File: src/rtl/bpc_pkg.sv
`timescale 1ns / 1ps
// shared types and constants for the barometric compensation block
// no dependencies; used through scoped names by every rtl file but bpc_checker

package bpc_pkg;

    // configuration port geometry
    localparam int PADDR_W = 5;
    localparam int PDATA_W = 32;
    localparam int COEF_W  = 16;

    // field widths
    localparam int ADC_W   = 24;
    localparam int PRESS_W = 20;
    localparam int TEMP_W  = 19;

    // datapath widths
    localparam int OPND_W  = 26;          // multiplier operand, signed
    localparam int PROD_W  = 2 * OPND_W;  // registered product
    localparam int CORR_W  = 40;          // offset and sensitivity
    localparam int TINT_W  = 20;          // internal temperature
    localparam int ACC_W   = 64;          // pressure product accumulator
    localparam int DIFF_W  = 45;          // scaled product minus offset
    localparam int T2_W    = 18;          // dT squared term

    // temperature thresholds in hundredths of a degree
    localparam logic signed [TINT_W-1:0] TEMP_REF  = 20'sd2000;
    localparam logic signed [TINT_W-1:0] TEMP_COLD = -20'sd1500;
    localparam logic signed [TINT_W-1:0] TEMP_MIN  = -20'sd262144;
    localparam logic signed [TINT_W-1:0] TEMP_MAX  = 20'sd262143;

    // register indexes
    typedef enum logic [2:0] {
        REG_C1 = 3'd0,
        REG_C2 = 3'd1,
        REG_C3 = 3'd2,
        REG_C4 = 3'd3,
        REG_C5 = 3'd4,
        REG_C6 = 3'd5
    } reg_idx_t;

    // calibration coefficients
    typedef struct packed {
        logic [COEF_W-1:0] c6;
        logic [COEF_W-1:0] c5;
        logic [COEF_W-1:0] c4;
        logic [COEF_W-1:0] c3;
        logic [COEF_W-1:0] c2;
        logic [COEF_W-1:0] c1;
    } coef_t;

    // controller states
    typedef enum logic [3:0] {
        ST_IDLE,
        ST_DT,
        ST_M1,
        ST_M2,
        ST_M3,
        ST_M4,
        ST_M5,
        ST_M6,
        ST_M7,
        ST_M8,
        ST_M9,
        ST_M10,
        ST_FIN,
        ST_DONE
    } ctrl_state_t;

    // datapath operations
    typedef enum logic [3:0] {
        OP_NONE,
        OP_LOAD,
        OP_DT,
        OP_M1,
        OP_M2,
        OP_M3,
        OP_M4,
        OP_M5,
        OP_M6,
        OP_M7,
        OP_M8,
        OP_M9,
        OP_M10,
        OP_FIN
    } dp_op_t;

    // command from controller to datapath
    typedef struct packed {
        dp_op_t op;
        logic   load_out;
    } dp_cmd_t;

endpackage

File: src/rtl/bpc_regs.sv
`timescale 1ns / 1ps
// apb register file holding the six calibration coefficients
// depends on bpc_pkg

module bpc_regs (
    input  logic                         aclk,
    input  logic                         aresetn,
    input  logic                         psel,
    input  logic                         penable,
    input  logic                         pwrite,
    input  logic [bpc_pkg::PADDR_W-1:0]  paddr,
    input  logic [bpc_pkg::PDATA_W-1:0]  pwdata,
    output logic [bpc_pkg::PDATA_W-1:0]  prdata,
    output logic                         pready,
    output bpc_pkg::coef_t               coef
);

    bpc_pkg::coef_t   coef_reg;
    bpc_pkg::coef_t   coef_next;
    bpc_pkg::reg_idx_t idx;
    logic             wr_en;
    logic [bpc_pkg::COEF_W-1:0] rd_val;

    assign pready = 1'b1;
    assign idx    = bpc_pkg::reg_idx_t'(paddr[bpc_pkg::PADDR_W-1:2]);
    assign wr_en  = psel && penable && pwrite;
    assign coef   = coef_reg;

    // write decode, out-of-range indexes are dropped
    always_comb begin
        coef_next = coef_reg;
        if (wr_en) begin
            unique case (idx)
                bpc_pkg::REG_C1: coef_next.c1 = pwdata[bpc_pkg::COEF_W-1:0];
                bpc_pkg::REG_C2: coef_next.c2 = pwdata[bpc_pkg::COEF_W-1:0];
                bpc_pkg::REG_C3: coef_next.c3 = pwdata[bpc_pkg::COEF_W-1:0];
                bpc_pkg::REG_C4: coef_next.c4 = pwdata[bpc_pkg::COEF_W-1:0];
                bpc_pkg::REG_C5: coef_next.c5 = pwdata[bpc_pkg::COEF_W-1:0];
                bpc_pkg::REG_C6: coef_next.c6 = pwdata[bpc_pkg::COEF_W-1:0];
                default: coef_next = coef_reg;
            endcase
        end
    end

    always_ff @(posedge aclk) begin
        if (!aresetn) begin
            coef_reg <= '0;
        end else begin
            coef_reg <= coef_next;
        end
    end

    // read mux
    always_comb begin
        unique case (idx)
            bpc_pkg::REG_C1: rd_val = coef_reg.c1;
            bpc_pkg::REG_C2: rd_val = coef_reg.c2;
            bpc_pkg::REG_C3: rd_val = coef_reg.c3;
            bpc_pkg::REG_C4: rd_val = coef_reg.c4;
            bpc_pkg::REG_C5: rd_val = coef_reg.c5;
            bpc_pkg::REG_C6: rd_val = coef_reg.c6;
            default:         rd_val = '0;
        endcase
    end

    assign prdata = {{(bpc_pkg::PDATA_W - bpc_pkg::COEF_W){1'b0}}, rd_val};

endmodule

File: src/rtl/bpc_ctrl.sv
`timescale 1ns / 1ps
// sequencer for the compensation datapath and output handshake
// depends on bpc_pkg

module bpc_ctrl (
    input  logic             aclk,
    input  logic             aresetn,
    input  logic             s_tvalid,
    output logic             s_tready,
    output logic             m_tvalid,
    input  logic             m_tready,
    output bpc_pkg::dp_cmd_t cmd
);

    bpc_pkg::ctrl_state_t state_reg;
    bpc_pkg::ctrl_state_t state_next;
    logic                 out_valid_reg;
    logic                 out_valid_next;
    logic                 out_free;

    // output slot can take a new result this cycle
    assign out_free = !out_valid_reg || m_tready;

    // next state
    always_comb begin
        unique case (state_reg)
            bpc_pkg::ST_IDLE: state_next = s_tvalid ? bpc_pkg::ST_DT : bpc_pkg::ST_IDLE;
            bpc_pkg::ST_DT:   state_next = bpc_pkg::ST_M1;
            bpc_pkg::ST_M1:   state_next = bpc_pkg::ST_M2;
            bpc_pkg::ST_M2:   state_next = bpc_pkg::ST_M3;
            bpc_pkg::ST_M3:   state_next = bpc_pkg::ST_M4;
            bpc_pkg::ST_M4:   state_next = bpc_pkg::ST_M5;
            bpc_pkg::ST_M5:   state_next = bpc_pkg::ST_M6;
            bpc_pkg::ST_M6:   state_next = bpc_pkg::ST_M7;
            bpc_pkg::ST_M7:   state_next = bpc_pkg::ST_M8;
            bpc_pkg::ST_M8:   state_next = bpc_pkg::ST_M9;
            bpc_pkg::ST_M9:   state_next = bpc_pkg::ST_M10;
            bpc_pkg::ST_M10:  state_next = bpc_pkg::ST_FIN;
            bpc_pkg::ST_FIN:  state_next = bpc_pkg::ST_DONE;
            bpc_pkg::ST_DONE: state_next = out_free ? bpc_pkg::ST_IDLE : bpc_pkg::ST_DONE;
            default:          state_next = bpc_pkg::ST_IDLE;
        endcase
    end

    // command outputs
    always_comb begin
        cmd.load_out = 1'b0;
        s_tready     = 1'b0;
        unique case (state_reg)
            bpc_pkg::ST_IDLE: begin
                s_tready = 1'b1;
                cmd.op   = s_tvalid ? bpc_pkg::OP_LOAD : bpc_pkg::OP_NONE;
            end
            bpc_pkg::ST_DT:   cmd.op = bpc_pkg::OP_DT;
            bpc_pkg::ST_M1:   cmd.op = bpc_pkg::OP_M1;
            bpc_pkg::ST_M2:   cmd.op = bpc_pkg::OP_M2;
            bpc_pkg::ST_M3:   cmd.op = bpc_pkg::OP_M3;
            bpc_pkg::ST_M4:   cmd.op = bpc_pkg::OP_M4;
            bpc_pkg::ST_M5:   cmd.op = bpc_pkg::OP_M5;
            bpc_pkg::ST_M6:   cmd.op = bpc_pkg::OP_M6;
            bpc_pkg::ST_M7:   cmd.op = bpc_pkg::OP_M7;
            bpc_pkg::ST_M8:   cmd.op = bpc_pkg::OP_M8;
            bpc_pkg::ST_M9:   cmd.op = bpc_pkg::OP_M9;
            bpc_pkg::ST_M10:  cmd.op = bpc_pkg::OP_M10;
            bpc_pkg::ST_FIN:  cmd.op = bpc_pkg::OP_FIN;
            bpc_pkg::ST_DONE: begin
                cmd.op       = bpc_pkg::OP_NONE;
                cmd.load_out = out_free;
            end
            default:          cmd.op = bpc_pkg::OP_NONE;
        endcase
    end

    // output valid flag
    always_comb begin
        if (cmd.load_out) begin
            out_valid_next = 1'b1;
        end else if (m_tready) begin
            out_valid_next = 1'b0;
        end else begin
            out_valid_next = out_valid_reg;
        end
    end

    assign m_tvalid = out_valid_reg;

    always_ff @(posedge aclk) begin
        if (!aresetn) begin
            state_reg     <= bpc_pkg::ST_IDLE;
            out_valid_reg <= 1'b0;
        end else begin
            state_reg     <= state_next;
            out_valid_reg <= out_valid_next;
        end
    end

endmodule

File: src/rtl/bpc_dp.sv
`timescale 1ns / 1ps
// compensation datapath: one shared 26x26 signed multiplier plus update logic
// depends on bpc_pkg; driven by bpc_ctrl commands

module bpc_dp (
    input  logic                                aclk,
    input  logic                                aresetn,
    input  bpc_pkg::dp_cmd_t                    cmd,
    input  bpc_pkg::coef_t                      coef,
    input  logic                                in_func,
    input  logic [bpc_pkg::ADC_W-1:0]           in_adc_word,
    output logic [bpc_pkg::PRESS_W-1:0]         pressure_pa,
    output logic signed [bpc_pkg::TEMP_W-1:0]   temp_centideg
);

    localparam int OW = bpc_pkg::OPND_W;
    localparam int PW = bpc_pkg::PROD_W;
    localparam int CW = bpc_pkg::CORR_W;
    localparam int TW = bpc_pkg::TINT_W;
    localparam int AW = bpc_pkg::ACC_W;
    localparam int XW = bpc_pkg::DIFF_W;

    // kept raw conversions
    logic [bpc_pkg::ADC_W-1:0] praw_reg;
    logic [bpc_pkg::ADC_W-1:0] traw_reg;

    logic signed [OW-1:0] dt_reg;
    logic signed [PW-1:0] prod_reg;
    logic signed [CW-1:0] off_reg;
    logic signed [CW-1:0] sens_reg;
    logic signed [TW-1:0] temp_reg;
    logic [bpc_pkg::T2_W-1:0] t2_reg;
    logic signed [AW-1:0] acc_reg;
    logic signed [XW-1:0] x_reg;
    logic [bpc_pkg::PRESS_W-1:0]       press_out_reg;
    logic signed [bpc_pkg::TEMP_W-1:0] temp_out_reg;

    logic signed [OW-1:0] mul_a;
    logic signed [OW-1:0] mul_b;
    logic signed [OW-1:0] temp_ref_d;
    logic signed [OW-1:0] temp_cold_d;
    logic signed [PW-1:0] prod_sh7;
    logic signed [PW-1:0] prod_sh8;
    logic signed [PW-1:0] prod_sh23;
    logic signed [AW-1:0] prod_ext;
    logic signed [AW-1:0] acc_sh21;
    logic [CW-1:0] sq;
    logic [CW-1:0] d5;
    logic [CW-1:0] e7;
    logic [CW-1:0] e11;
    logic          below_ref;
    logic          below_cold;
    logic signed [XW-1:0] p_full;
    logic          p_over;
    logic [bpc_pkg::PRESS_W-1:0]       press_sat;
    logic signed [bpc_pkg::TEMP_W-1:0] temp_sat;

    // temperature offsets used as squaring operands
    assign temp_ref_d  = {{(OW-TW){temp_reg[TW-1]}}, temp_reg}
                         - {{(OW-TW){bpc_pkg::TEMP_REF[TW-1]}}, bpc_pkg::TEMP_REF};
    assign temp_cold_d = {{(OW-TW){temp_reg[TW-1]}}, temp_reg}
                         - {{(OW-TW){bpc_pkg::TEMP_COLD[TW-1]}}, bpc_pkg::TEMP_COLD};

    // multiplier operand select
    always_comb begin
        mul_a = '0;
        mul_b = '0;
        case (cmd.op)
            bpc_pkg::OP_M1: begin
                mul_a = dt_reg;
                mul_b = {{(OW-bpc_pkg::COEF_W){1'b0}}, coef.c4};
            end
            bpc_pkg::OP_M2: begin
                mul_a = dt_reg;
                mul_b = {{(OW-bpc_pkg::COEF_W){1'b0}}, coef.c3};
            end
            bpc_pkg::OP_M3: begin
                mul_a = dt_reg;
                mul_b = {{(OW-bpc_pkg::COEF_W){1'b0}}, coef.c6};
            end
            bpc_pkg::OP_M4: begin
                mul_a = dt_reg;
                mul_b = dt_reg;
            end
            bpc_pkg::OP_M5: begin
                mul_a = temp_ref_d;
                mul_b = temp_ref_d;
            end
            bpc_pkg::OP_M6: begin
                mul_a = temp_cold_d;
                mul_b = temp_cold_d;
            end
            bpc_pkg::OP_M8: begin
                mul_a = {{(OW-bpc_pkg::ADC_W){1'b0}}, praw_reg};
                mul_b = {{(OW-20){1'b0}}, sens_reg[19:0]};
            end
            bpc_pkg::OP_M9: begin
                mul_a = {{(OW-bpc_pkg::ADC_W){1'b0}}, praw_reg};
                mul_b = {{(OW-(CW-20)){sens_reg[CW-1]}}, sens_reg[CW-1:20]};
            end
            default: begin
                mul_a = '0;
                mul_b = '0;
            end
        endcase
    end

    // shared multiplier, product registered
    always_ff @(posedge aclk) begin
        prod_reg <= mul_a * mul_b;
    end

    // scaled views of the product
    assign prod_sh7  = prod_reg >>> 7;
    assign prod_sh8  = prod_reg >>> 8;
    assign prod_sh23 = prod_reg >>> 23;
    assign prod_ext  = {{(AW-PW){prod_reg[PW-1]}}, prod_reg};
    assign acc_sh21  = acc_reg >>> 21;

    // second-order terms; squares are non-negative
    assign sq  = prod_reg[CW-1:0];
    assign d5  = sq + {sq[CW-3:0], 2'b00};
    assign e7  = {sq[CW-4:0], 3'b000} - sq;
    assign e11 = {sq[CW-4:0], 3'b000} + {sq[CW-2:0], 1'b0} + sq;

    assign below_ref  = temp_reg < bpc_pkg::TEMP_REF;
    assign below_cold = temp_reg < bpc_pkg::TEMP_COLD;

    // raw value capture, zero words keep the old value
    always_ff @(posedge aclk) begin
        if (!aresetn) begin
            praw_reg <= '0;
            traw_reg <= '0;
        end else if (cmd.op == bpc_pkg::OP_LOAD && in_adc_word != '0) begin
            if (in_func) begin
                traw_reg <= in_adc_word;
            end else begin
                praw_reg <= in_adc_word;
            end
        end
    end

    // working registers
    always_ff @(posedge aclk) begin
        case (cmd.op)
            bpc_pkg::OP_DT: begin
                dt_reg <= $signed({{(OW-bpc_pkg::ADC_W){1'b0}}, traw_reg})
                          - $signed({{(OW-bpc_pkg::COEF_W-8){1'b0}}, coef.c5, 8'd0});
            end
            bpc_pkg::OP_M2: begin
                off_reg <= $signed({{(CW-bpc_pkg::COEF_W-16){1'b0}}, coef.c2, 16'd0})
                           + prod_sh7[CW-1:0];
            end
            bpc_pkg::OP_M3: begin
                sens_reg <= $signed({{(CW-bpc_pkg::COEF_W-15){1'b0}}, coef.c1, 15'd0})
                            + prod_sh8[CW-1:0];
            end
            bpc_pkg::OP_M4: begin
                temp_reg <= bpc_pkg::TEMP_REF + prod_sh23[TW-1:0];
            end
            bpc_pkg::OP_M5: begin
                t2_reg <= prod_reg[31 + bpc_pkg::T2_W - 1:31];
            end
            bpc_pkg::OP_M6: begin
                if (below_ref) begin
                    off_reg  <= off_reg - {1'b0, d5[CW-1:1]};
                    sens_reg <= sens_reg - {2'b00, d5[CW-1:2]};
                end
            end
            bpc_pkg::OP_M7: begin
                if (below_ref && below_cold) begin
                    off_reg  <= off_reg - e7;
                    sens_reg <= sens_reg - {1'b0, e11[CW-1:1]};
                end
                if (below_ref) begin
                    temp_reg <= temp_reg - {{(TW-bpc_pkg::T2_W){1'b0}}, t2_reg};
                end
            end
            bpc_pkg::OP_M9: begin
                acc_reg <= prod_ext;
            end
            bpc_pkg::OP_M10: begin
                acc_reg <= acc_reg + (prod_ext <<< 20);
            end
            bpc_pkg::OP_FIN: begin
                x_reg <= acc_sh21[XW-1:0] - {{(XW-CW){off_reg[CW-1]}}, off_reg};
            end
            default: begin
                x_reg <= x_reg;
            end
        endcase
    end

    // saturation of both results
    assign p_full = x_reg >>> 15;
    assign p_over = |p_full[XW-2:bpc_pkg::PRESS_W];

    always_comb begin
        if (x_reg[XW-1]) begin
            press_sat = '0;
        end else if (p_over) begin
            press_sat = '1;
        end else begin
            press_sat = p_full[bpc_pkg::PRESS_W-1:0];
        end
    end

    always_comb begin
        if (temp_reg < bpc_pkg::TEMP_MIN) begin
            temp_sat = bpc_pkg::TEMP_MIN[bpc_pkg::TEMP_W-1:0];
        end else if (temp_reg > bpc_pkg::TEMP_MAX) begin
            temp_sat = bpc_pkg::TEMP_MAX[bpc_pkg::TEMP_W-1:0];
        end else begin
            temp_sat = temp_reg[bpc_pkg::TEMP_W-1:0];
        end
    end

    // output register
    always_ff @(posedge aclk) begin
        if (cmd.load_out) begin
            press_out_reg <= press_sat;
            temp_out_reg  <= temp_sat;
        end
    end

    assign pressure_pa   = press_out_reg;
    assign temp_centideg = temp_out_reg;

endmodule

File: src/rtl/baro_pressure_temp_compensation.sv
`timescale 1ns / 1ps
// top level of the barometric pressure and temperature compensation block
// depends on bpc_pkg, bpc_regs, bpc_ctrl, bpc_dp

// Each input beat carries one 24-bit conversion word tagged in s_tuser as
// pressure (0) or temperature (1); a zero word leaves the stored raw value
// unchanged, and every beat yields exactly one result beat with pressure in
// pascals (saturated to 0..1048575) and temperature in hundredths of a
// degree. One beat is worked on at a time: after acceptance the sequencer
// steps through the states DT, M1..M10, FIN and DONE, where the result
// register loads, and returns to IDLE before the next beat is taken; the
// eight products take turns on the single shared 26x26 multiplier, each one
// registered. A finished result waits in its own register, so the next beat
// may be accepted while it is still unread; the following result then holds
// in the datapath and the input stalls until the output register frees up.
// Coefficients c1..c6 sit at byte addresses 0x00..0x14; the user must write
// them only while the block is idle, as the block does not enforce it.

module baro_pressure_temp_compensation (
    input  logic                         aclk,
    input  logic                         aresetn,
    // input stream
    input  logic                         s_tvalid,
    output logic                         s_tready,
    input  logic [23:0]                  s_tdata,   // [23:0] adc_word
    input  logic                         s_tuser,   // [0] func
    // result stream
    output logic                         m_tvalid,
    input  logic                         m_tready,
    output logic [39:0]                  m_tdata,   // [19:0] pressure_pa,
                                                    // [38:20] temp_centideg, [39] zero
    // configuration
    input  logic                         psel,
    input  logic                         penable,
    input  logic                         pwrite,
    input  logic [bpc_pkg::PADDR_W-1:0]  paddr,
    input  logic [bpc_pkg::PDATA_W-1:0]  pwdata,
    output logic [bpc_pkg::PDATA_W-1:0]  prdata,
    output logic                         pready
);

    bpc_pkg::coef_t   coef;
    bpc_pkg::dp_cmd_t cmd;
    logic [bpc_pkg::PRESS_W-1:0]       pressure_pa;
    logic signed [bpc_pkg::TEMP_W-1:0] temp_centideg;

    // coefficient registers
    bpc_regs u_regs (
        .aclk    (aclk),
        .aresetn (aresetn),
        .psel    (psel),
        .penable (penable),
        .pwrite  (pwrite),
        .paddr   (paddr),
        .pwdata  (pwdata),
        .prdata  (prdata),
        .pready  (pready),
        .coef    (coef)
    );

    // sequencer
    bpc_ctrl u_ctrl (
        .aclk     (aclk),
        .aresetn  (aresetn),
        .s_tvalid (s_tvalid),
        .s_tready (s_tready),
        .m_tvalid (m_tvalid),
        .m_tready (m_tready),
        .cmd      (cmd)
    );

    // arithmetic
    bpc_dp u_dp (
        .aclk          (aclk),
        .aresetn       (aresetn),
        .cmd           (cmd),
        .coef          (coef),
        .in_func       (s_tuser),
        .in_adc_word   (s_tdata),
        .pressure_pa   (pressure_pa),
        .temp_centideg (temp_centideg)
    );

    // result packing
    assign m_tdata = {1'b0, temp_centideg, pressure_pa};

endmodule

File: config.mk
export PLATFORM = sky130hd
export DESIGN_NAME = baro_pressure_temp_compensation
export DESIGN_NICKNAME = d
export VERILOG_FILES = /design/src/rtl/bpc_pkg.sv /design/src/rtl/bpc_regs.sv /design/src/rtl/bpc_ctrl.sv /design/src/rtl/bpc_dp.sv /design/src/rtl/baro_pressure_temp_compensation.sv
export SDC_FILE = /design/constraint.sdc
export NUM_CORES = 2
export LEC_CHECK = 0
export BUFFER_PORTS_ARGS = -buffer_cell sky130_fd_sc_hd__buf_2
export CAP_MARGIN = 20
export CORE_MARGIN = 2
export CORE_UTILIZATION = 25
export CTS_CLUSTER_DIAMETER = 50
export CTS_CLUSTER_SIZE = 14
export DETAILED_ROUTE_END_ITERATION = 8
export GPL_TIMING_DRIVEN = 0
export PLACE_DENSITY_LB_ADDON = 0.3
export SLEW_MARGIN = 20
export SYNTH_ARGS = -nofsm -noshare
export SYNTH_HDL_FRONTEND = slang
export SYNTH_SLANG_ARGS = --single-unit
File: constraint.sdc
create_clock -name aclk -period 20.7 [get_ports aclk]
set_clock_uncertainty 0.2 [all_clocks]
set_input_delay 4.14 -clock aclk [delete_from_list [all_inputs] [get_ports aclk]]
set_output_delay 4.14 -clock aclk [all_outputs]
set_load 0.05 [all_outputs]
==> summary by stage <==
Status
The flow ran to the end, and the final reports show no timing, DRC or antenna violations.

Global route
Across every metal layer, demand over resource in global routing totals 19.7%. The number of antenna violations at the first check in global routing is between 40 and 50. The number of global-route vias before repair is between 50,000 and 60,000. The first global-routing pass estimated ~360,000 µm of wire. Summed over all layers, the global routing overflow is 0.

The pin count of the biggest net entering global routing is 28.

Placed design
The placed instances occupy a cell area of slightly below 70,000 µm². The final weighted congestion in routability-driven placement is ~0.99. Detailed placement ended at an HPWL of roughly 210,000 µm.

Input and output buffers added on the ports amount to about 110. The number of cells in the design after placement is 10,400. OpenSTA, run right after detailed placement, puts the worst setup slack at about 7.3 ns.

Synthesis
Summed over all instances, the cell type with the most area after synthesis is sky130_fd_sc_hd__fa_1. Of all flip-flops after synthesis, the portion carrying an async set or reset was 0%. Of the synthesized area, sequential elements account for 19.0%. The number of flops mapped to enable cells by yosys is approximately 260. Synthesis inferred between 400 and 500 register bits. In the synthesized netlist, the number of instances is around 7,100. The yosys synthesis warning count is 0.

The most used flip-flop cell after synthesis is sky130_fd_sc_hd__edfxtp_1. The top cell type's share of synthesized area is 25.2%. The netlist uses 101 different library cells. Dividing the synthesized area by the synthesized cell count gives 8.73 µm². In this run the cell area of the synthesized design comes to roughly 62,000 µm². Ranked by total cell area, the synthesized netlist is headed by sky130_fd_sc_hd__fa_1 (25%), sky130_fd_sc_hd__edfxtp_1 (12%), sky130_fd_sc_hd__ha_1 (10%), sky130_fd_sc_hd__inv_1 (6.5%), sky130_fd_sc_hd__dfxtp_1 (6.5%).

Worst setup path
Counting stages on the worst path, the most repeated cell is sky130_fd_sc_hd__fa_1. For the worst setup path, the data required time is between 20 and 25 ns. The critical path in this run is classified as flop to flop. The worst endpoint data arrival time is approximately 14 ns. The count of cells along the worst register-to-register path is 35. The capturing element type of the critical path is a flop. The startpoint identified for the worst register-to-register timing path is u_ctrl.state_reg[0].

On the critical path, the stage with the largest delay is an instance of sky130_fd_sc_hd__clkbuf_1. The reg2reg setup slack is around 7.2 ns. The endpoint identified for the worst register-to-register timing path is u_dp.prod_reg[51].

The maximum net fanout on the critical path is 27. The worst setup path is launched from a flop. The largest single stage delay on the critical path is between 0.9 and 1 ns.

Clock tree
Clock-pin slew was measured on the worst setup and hold paths at 0.06 ns. The maximum root-to-sink buffer count is 3. The number of buffers added to fix hold violations after cts is 0. The number of setup buffers added after CTS is 0.

The later pin in the worst-skew pair is clocked with a latency of 0.74 ns. The buffer type at the clock tree root is sky130_fd_sc_hd__clkbuf_16. The clock tree from TritonCTS is yes.

Counting the buffers created by CTS gives 80. The count of instances resized after the clock tree is built is 0. The number of clock sinks is 456. The depth of the CTS H-tree is 3.

Floorplan
The floorplan step defined a die boundary enclosing ~250,000 µm². After floorplanning, the core was sized to cover ~250,000 µm². After floorplanning, the core was divided into about 180 placement rows. The die extent in y is 500 µm.

The initial core utilization is around a quarter. The x dimension of the die is 500 µm. The number of top-level design ports is 144.

Route
The routed length per instance is between 20 and 25 µm. The first routing iteration left 5,390 violations. Once detail routing completed, the nets flagged for antenna violations numbered 0. The first-pass iteration count of the detailed router is 6. For this run, design rule violations remaining after detail routing come to 0. The final routed wirelength across all metal layers is roughly 250,000 µm.

The vias after detailed routing is roughly 53,000. In the routed layout, each cell is associated on average with a via count of just over 5.

Power and ir drop
The maximum VDD drop is about 0.00009 V. In this run the static leakage power is roughly 32 nW. The power per cell area is 102 nW/µm².

STA
Setup violations remaining at the end of the flow were counted as 0. The final hold slack is between 0.2 and 0.25 ns. Across all setup checks in the final design, the least slack found is between 7 and 8 ns. Setup repair after global routing left no endpoint under its margin.

The count of final hold-check violations is 0. The final critical delay including setup and external delays is ~13 ns. The maximum clock frequency is between 70 and 80 MHz.

The slew at the pin closest to its max-slew limit is 1.26 ns. The number of pins with negative max-slew slack in the final report is 0. The post-route clock period utilization is around 65%. Adding up every negative setup slack in the final design gives 0 ns. The max-slew headroom at the worst pin is 15.2%.

Hold path
The worst hold endpoint is u_dp.dt_reg[4]. The worst min-delay path startpoint is u_dp.traw_reg[4]. The tightest min-delay check is of the flop to flop type. The worst hold path passes through 0 cells.

Cells and area
The number of flip-flops in the largest register is 96. The synthesis-to-finish area growth is 14.1%. The fraction of layout instances using a drive strength above 1 is approximately 6.4%. The final instance count without filler cells is between 10,000 and 15,000. In the layout the commonest cells are sky130_fd_sc_hd__inv_1 (1,073), sky130_fd_sc_hd__nand2_1 (863), sky130_fd_sc_hd__fa_1 (775). The net count of the finished layout is around 8,600. Leaving out fill and tap cells, the most frequent cell in the layout is sky130_fd_sc_hd__inv_1.

The final design instance area without fill is around 70,000 µm².

Flow run
The max-capacitance violation count is 0.
==> routing by layer <==
metal	wire [µm]	vias up	global-route usage, %
met5	27	-	0
met4	13800	4	10.5
met3	20400	477	3.82
met2	113000	2266	30.9
met1	104000	26600	25.6
li1	-	24000	-
==> cell type report <==
| cell class | count | area, µm² |
|---|---|---|
| Antenna cell | 27 | 67.6 |
| Buffer | 275 | 1160 |
| Clock buffer | 91 | 2170 |
| Clock inverter | 57 | 772 |
| Fill cell | 26200 | 175000 |
| Inverter | 1077 | 4040 |
| Multi-Input combinational cell | 5258 | 45100 |
| Sequential cell | 456 | 11700 |
| Tap cell | 3220 | 4030 |
| Timing Repair Buffer | 152 | 1170 |
==> cell families (layout without fill, tap and decap cells) <==
family | Yosys count | in the layout | synth area share (%)
compound gates | 1506 | 1506 | 16.4
xor+xnor | 337 | 337 | 4.79
fa+ha+maj | 1281 | 1281 | 35.4
buf+inv | 1352 | 1652 | 8.43
flops | 456 | 456 | 19.0
mux | 73 | 73 | 1.20
other cells | 2 | 45 | 0.0122
simple gates | 2043 | 2043 | 14.7
==> where the power goes <==
| group | switching (mW) | leakage, nW | internal, mW |
|---|---|---|---|
| registers | 0.211 | 3.97 | 1.05 |
| logic | 2.69 | 26.2 | 1.74 |
| clock network | 0.569 | 1.43 | 0.902 |
==> cell usage after synthesis (all sizes together) (46+ instances only) <==
library cell and n:
fa 775, edfxtp 255, nand2b 47, nor3 90, ha 496, a21o 172, nor2b 90, clkbuf 212
o21a 55, nand2 863, a22oi 108, a21boi 122, inv 1077, nor2 571, nand3 111, xnor2 216
o21ai 274, xor2 121, o21bai 56, buf 63, and2 55, a21oi 380, dfxtp 201, nand4 46
mux2i 67
==> per-stage QoR <==
stage | total power, mW | utilization (%)
final | 7.17 | 28.6
after global routing | 7.66 | 28.6
after CTS | 7.10 | 28.6
after detailed placement | 5.59 | 27.4
after global placement | 5.48 | 27.0
after floorplan | 4.34 | -
==> worst max-delay path, delay by kind of cell (launching register included) <==
kind / cells / cell delay, ns
compound gates: 10 / 3.76
xor+xnor: 1 / 0.55
fa+ha+maj: 8 / 3.96
buf+inv: 10 / 2.41
flops: 1 / 0.29
simple gates: 6 / 2.03
==> how the worst max path moves through the flow <==
stage	endpoint	start	cells after the start
floorplan	prdata[9]	paddr[4]	4
global placement	u_dp.prod_reg[51]	u_ctrl.state_reg[0]	35
detailed placement	u_dp.prod_reg[51]	u_ctrl.state_reg[0]	35
CTS	u_dp.prod_reg[51]	u_ctrl.state_reg[0]	35
global route	u_dp.prod_reg[51]	u_ctrl.state_reg[0]	35
finish	u_dp.prod_reg[51]	u_ctrl.state_reg[0]	35
Power figures use the tool's default switching activity.
